[src/sv/feis_pkg.sv]
// Package with the constants and the round function of the Feistel permutation.
`default_nettype none

package feis_pkg;

    localparam int ROUNDS = 8;

    localparam logic [31:0] KEY_RESET = 32'hA5B3_5705;
    localparam logic [15:0] RC_BASE   = 16'h9E37;
    localparam logic [15:0] RC_STEP   = 16'h00B7;
    localparam logic [15:0] MIX_MUL   = 16'h5BD1;

    typedef logic [15:0] t_half;
    typedef logic [31:0] t_word;

    function automatic t_half f_round_const(input int n);
        int v;
        begin
            v = int'(RC_BASE) + int'(RC_STEP) * n;
            f_round_const = v[15:0];
        end
    endfunction

    function automatic t_half f_mix(input t_half half, input t_half slice, input t_half rc);
        t_half       v;
        logic [31:0] prod;
        t_half       m;
        t_half       a;
        begin
            v     = half ^ slice ^ rc;
            prod  = v * MIX_MUL;
            m     = prod[15:0];
            a     = m + {m[8:0], m[15:9]};
            f_mix = a ^ {a[12:0], a[15:13]};
        end
    endfunction

endpackage

`default_nettype wire

[src/sv/feis_stage.sv]
// One pipeline stage that computes one Feistel round and holds the item.
`default_nettype none

module feis_stage (
    input  wire logic          i_clk,
    input  wire logic          i_rst_n,
    input  wire logic          i_valid,
    input  wire feis_pkg::t_word i_word,
    input  wire feis_pkg::t_half i_slice,
    input  wire feis_pkg::t_half i_rc,
    input  wire logic          i_ready_next,
    output logic               o_ready,
    output logic               o_valid,
    output feis_pkg::t_word    o_word
);
    import feis_pkg::*;

    logic  r_valid;
    t_word r_word;
    t_word n_word;

    assign o_ready = !r_valid || i_ready_next;
    assign n_word  = {i_word[15:0], i_word[31:16] ^ f_mix(i_word[15:0], i_slice, i_rc)};

    always_ff @(posedge i_clk) begin
        if (!i_rst_n) begin
            r_valid <= 1'b0;
        end else if (o_ready) begin
            r_valid <= i_valid;
        end
    end

    always_ff @(posedge i_clk) begin
        if (o_ready && i_valid) begin
            r_word <= n_word;
        end
    end

    assign o_valid = r_valid;
    assign o_word  = r_word;

endmodule

`default_nettype wire

[src/sv/feistel32_permutation.sv]
// An accepted item passes through the pipeline stages, one per round, to the result.
// Throughput is one item per cycle while i_stall is low; each stage has one multiplier.
// A stalled output lets empty stages upstream keep filling, so bubbles are squeezed out.
// Synchronous active-low reset clears all valid bits and reloads the key register.
`default_nettype none

module feistel32_permutation (
    input  wire logic            i_clk,
    input  wire logic            i_rst_n,
    input  wire logic            i_cfg_we,
    input  wire feis_pkg::t_word i_cfg_data,
    input  wire logic            i_valid,
    output logic                 o_stall,
    input  wire feis_pkg::t_word i_plain_word,
    output logic                 o_valid,
    input  wire logic            i_stall,
    output feis_pkg::t_word      o_permuted_word
);
    import feis_pkg::*;

    t_word r_key;
    logic  w_valid [ROUNDS+1];
    logic  w_ready [ROUNDS+1];
    t_word w_word  [ROUNDS+1];
    logic  w_full;

    always_ff @(posedge i_clk) begin
        if (!i_rst_n) begin
            r_key <= KEY_RESET;
        end else if (i_cfg_we) begin
            r_key <= i_cfg_data;
        end
    end

    assign w_valid[0]      = i_valid;
    assign w_word[0]       = i_plain_word;
    assign w_ready[ROUNDS] = !i_stall;

    for (genvar g = 0; g < ROUNDS; g++) begin : g_round
        feis_stage u_stage (
            .i_clk        (i_clk),
            .i_rst_n      (i_rst_n),
            .i_valid      (w_valid[g]),
            .i_word       (w_word[g]),
            .i_slice      ((g % 2 == 1) ? r_key[31:16] : r_key[15:0]),
            .i_rc         (f_round_const(g)),
            .i_ready_next (w_ready[g+1]),
            .o_ready      (w_ready[g]),
            .o_valid      (w_valid[g+1]),
            .o_word       (w_word[g+1])
        );
    end

    always_comb begin
        w_full = 1'b1;
        for (int i = 1; i <= ROUNDS; i++) begin
            w_full = w_full & w_valid[i];
        end
    end

    assign o_stall         = !w_ready[0];
    assign o_valid         = w_valid[ROUNDS];
    assign o_permuted_word = w_word[ROUNDS];

`ifndef SYNTHESIS
    a_stall_only_when_full: assert property (@(posedge i_clk) disable iff (!i_rst_n)
        o_stall |-> w_full && i_stall)
        else $error("Input stalled while a stage is empty or the output moves.");

    a_free_output_no_stall: assert property (@(posedge i_clk) disable iff (!i_rst_n)
        !i_stall |-> !o_stall)
        else $error("Input stalled although the output is taken.");

    a_accept_enters_stage: assert property (@(posedge i_clk) disable iff (!i_rst_n)
        i_valid && !o_stall |=> w_valid[1])
        else $error("Accepted item did not reach the first stage.");
`endif

endmodule

`default_nettype wire

[config.mk]
export PLATFORM = sky130hd
export DESIGN_NAME = feistel32_permutation
export DESIGN_NICKNAME = d
export VERILOG_FILES = /design/src/sv/feis_pkg.sv /design/src/sv/feis_stage.sv /design/src/sv/feistel32_permutation.sv
export SDC_FILE = /design/constraint.sdc
export NUM_CORES = 2
export LEC_CHECK = 0
export ABC_AREA = 1
export BUFFER_PORTS_ARGS = -buffer_cell sky130_fd_sc_hd__buf_2
export CORE_ASPECT_RATIO = 0.9
export CORE_UTILIZATION = 35
export CTS_CLUSTER_DIAMETER = 80
export DETAILED_ROUTE_END_ITERATION = 12
export PLACE_DENSITY = 0.58
export SLEW_MARGIN = 20
export SYNTH_ARGS = -nofsm -noshare
export SYNTH_HDL_FRONTEND = slang
export SYNTH_SLANG_ARGS = --single-unit
[constraint.sdc]
create_clock -name i_clk -period 16.35 [get_ports i_clk]
set_input_delay 1.635 -clock i_clk [delete_from_list [all_inputs] [get_ports i_clk]]
set_output_delay 1.635 -clock i_clk [all_outputs]
set_load 0.01 [all_outputs]
==> impl_metrics.yaml <==
sta:
  final.setup.tns_ns: 0
  worst_slew_pin_slew_ns: 1.09
  fin_crit_ns: 8.10
  hold_viol_final: 0
  report.final.setup_viol: 0
  fin_worst_skew_ns: 0.0248
  max-slew-margin-rel: 0.273
  rsz0062_at_grt: "no"
  hold_slack_ns: 0.480
  fin_crit_sh: 0.496
  report.final.slew_viol_count: 0
  max_clock_freq_mhz: 123
place:
  post-place-cells: 5624
  post-dp-hpwl_um: 85900
  gp_routability_congestion: 0.950
  port_buffers: 102
cells_and_area:
  multi_input_comb_area_um2: 24300
  final.fill_count: 10401
  final_core_util: 0.387
  combined_flip_flop_and_latch_cell_area_um2: 8490
  nNetsFinal: 5099
  area_growth_pct: 9.54
  final_layout_size_suffix_gt1_frac: 0.0809
  final_cell_count_no_fill: 5695
synth:
  postSynthCellCount: 4187
  mappedNetlistNets: 4978
  mappedNetlistArea_um2: 36000
  post-synth-top-area-cell: "sky130_fd_sc_hd__edfxtp_1"
  synthArstFlopShare: 0
  yosys_most_used_dff: "sky130_fd_sc_hd__edfxtp_1"
  synth_largest_type_area_fraction: 0.214
  ys_seq_area_frac: 0.236
  synth-seq-cells: 296
  synth-edff-count: 256
  synth.lib_cells_used.distinct: 64
  post_synth.cell_area_avg_um2: 8.60
  ys_warn_count: 0
  ranking_of_synthesized_cells_by_area: "sky130_fd_sc_hd__edfxtp_1, sky130_fd_sc_hd__ha_1, sky130_fd_sc_hd__fa_1, sky130_fd_sc_hd__nand2_1, sky130_fd_sc_hd__inv_1"
die:
  die-width_um: 340
  die-height_um: 306
  design.core.area_um2: 102000
  starting_utilization_of_the_core_area: 0.353
  floorplan.die_area_um2: 104000
  rows: 111
  floorplan.io_pins: 103
critical_path:
  timing.critical_path.to_type: "flop"
  critical_path.max_fanout: 5
  worstReg2RegStart: "r_key[6]"
  r2r_endpoint: "g_round[4].u_stage.o_word[14]"
  kind_of_start_point_of_the_critical_path: "primary input"
  critPathKind: "in2reg"
  cp.required_ns: 16.66
  ff2ff_path_depth: 36
  cpMaxStageDelayCell: "sky130_fd_sc_hd__fa_1"
  ff2ff_setup_slack_ns: 8.46
  arrival_ns: 8.41
  critPathMaxStageDelay_ns: 0.53
drt:
  drt_pass1_iterations: 5
  detail_route.vias_per_cell: 4.75
  via_count: 27067
  average_wire_length_per_cell_after_detail_routing_um: 17.4
  dr.first_iter.drc_count: 1483
  drt.antenna.violating_nets: 0
  drt-total-wl_um: 99400
  drc: 0
clocking:
  cts.sinks: 296
  clkSlewWorstSetupHoldPaths_ns: 0.06
  cts.root.buffer_cell: "sky130_fd_sc_hd__clkbuf_16"
  clock_tree.buffer_depth: 3
  total_clock_buffers_created_by_cts: 38
  postCtsHoldBufs: 0
  tritoncts: "built"
  h-tree-depth: 2
  post_cts.resized_instances: 0
  clock_insertion_delay_worst_skew_ns: 0.58
  post_cts_setup_buffer_count: 0
flow_run:
  number_of_max_cap_violations: 0
min_path:
  worst_hold_path_type: "reg2reg"
  worst_hold_path.num_cells: 0
  min_delay_worst_endpoint: "g_round[6].u_stage.o_word[18]"
  hold_path.startpoint: "g_round[5].u_stage.o_word[2]"
global_routing:
  grt_usage: 0.192
  first_global_vias: 27271
  largest_net_degree_at_the_start_of_global_routing: 33
  grt_remaining_overflow: 0
  grt_antenna_before_repair: 3
  grt_first_pass_wirelength_um: 154000
run_status:
  outcome: "finished, final reports clean"
registers in the layout, summed over array words and instances (netlist names):
name / count
g_round.u_stage.o_valid: 8
r_key: 32
g_round.u_stage.o_word: 256
cells by family (layout without fill, tap and decap cells):
group,count (synthesis),after routing,share of synthesized area
and+or+nand+nor,1537,1537,0.186
buffers and inverters,828,979,0.0893
adders and majority gates,722,722,0.300
xor gates and xnor gates,523,523,0.143
DFF,296,296,0.236
AOI/OAI and AO/OA,281,281,0.0464
other,0,1,0
how the worst max path moves through the flow:
| stage | startpoint | endpoint | slack (ns) | cells past startpoint |
|---|---|---|---|---|
| 3_5_place_dp | i_plain_word[6] | g_round[0].u_stage.o_word[1] | 7.69 | 34 |
| 6_report | i_plain_word[6] | g_round[0].u_stage.o_word[1] | 8.25 | 34 |
| 4_1_cts | i_plain_word[6] | g_round[0].u_stage.o_word[1] | 8.25 | 34 |
| 3_3_place_gp | i_plain_word[5] | g_round[0].u_stage.o_word[1] | 7.70 | 33 |
| 2_1_floorplan | i_plain_word[6] | g_round[0].u_stage.o_word[1] | 8.55 | 33 |
| 5_1_grt | i_plain_word[6] | g_round[0].u_stage.o_word[1] | 7.61 | 34 |
layout make-up:
class	count	area share
diodes	1	0.0000635
clock buffers	44	0.0255
clock inverters	26	0.00749
inverters	786	0.0751
multi-input cells	3063	0.617
flip-flops and latches	296	0.215
well taps	1356	0.0430
repair buffers	123	0.0169
metal layers:
layer  track usage  vias to the layer above  part of all wire
li1              -                    13576                 -
met1         0.248                    12775              0.44
met2         0.343                      582              0.49
met3        0.0177                      134             0.042
met4        0.0504                        0             0.027
met5             0                        -                 0
cell usage in the layout, fill, tap and decap left out, drive strengths merged, types with 44 or more instances in the layout:
| master | instances |
|---|---|
| nand2 | 942 |
| inv | 789 |
| ha | 488 |
| nand3 | 304 |
| xor2 | 271 |
| edfxtp | 256 |
| xnor2 | 251 |
| fa | 234 |
| nor2 | 159 |
| a21oi | 125 |
| buf | 123 |
| o21ai | 86 |
| clkbuf | 44 |
synthesized netlist by cell type, types with 23 or more instances:
cell type / n
sky130_fd_sc_hd__nand2_2: 31
sky130_fd_sc_hd__fa_1: 234
sky130_fd_sc_hd__dfxtp_1: 40
sky130_fd_sc_hd__o21ai_0: 71
sky130_fd_sc_hd__o21bai_1: 25
sky130_fd_sc_hd__edfxtp_1: 256
sky130_fd_sc_hd__xnor2_1: 231
sky130_fd_sc_hd__nor2_1: 149
sky130_fd_sc_hd__inv_1: 758
sky130_fd_sc_hd__nand4_1: 29
sky130_fd_sc_hd__nand3b_1: 28
sky130_fd_sc_hd__ha_1: 488
sky130_fd_sc_hd__inv_2: 23
sky130_fd_sc_hd__nand3_1: 300
sky130_fd_sc_hd__nand2_1: 907
sky130_fd_sc_hd__a21oi_1: 120
sky130_fd_sc_hd__or2_1: 23
sky130_fd_sc_hd__xor2_1: 244
critical path, delay by kind of cell:
kind | cells | cell delay (ns)
adder cells (fa/ha/maj) | 8 | 3.55
AO/OA/AOI/OAI | 4 | 0.91
AND/OR/NAND/NOR | 11 | 0.93
XOR/XNOR | 2 | 0.61
buffers and inverters | 9 | 0.77
per-stage QoR:
step,setup slack (ns),cell area (µm²)
after floorplan,8.55,36000
after global placement,7.70,38100
after detailed placement,7.69,38100
after CTS,8.25,39400
after global routing,7.61,39400
final,8.25,39400
Power is not shown: default switching activity piles up to over one toggle a cycle in this logic, so the estimate is an artifact.
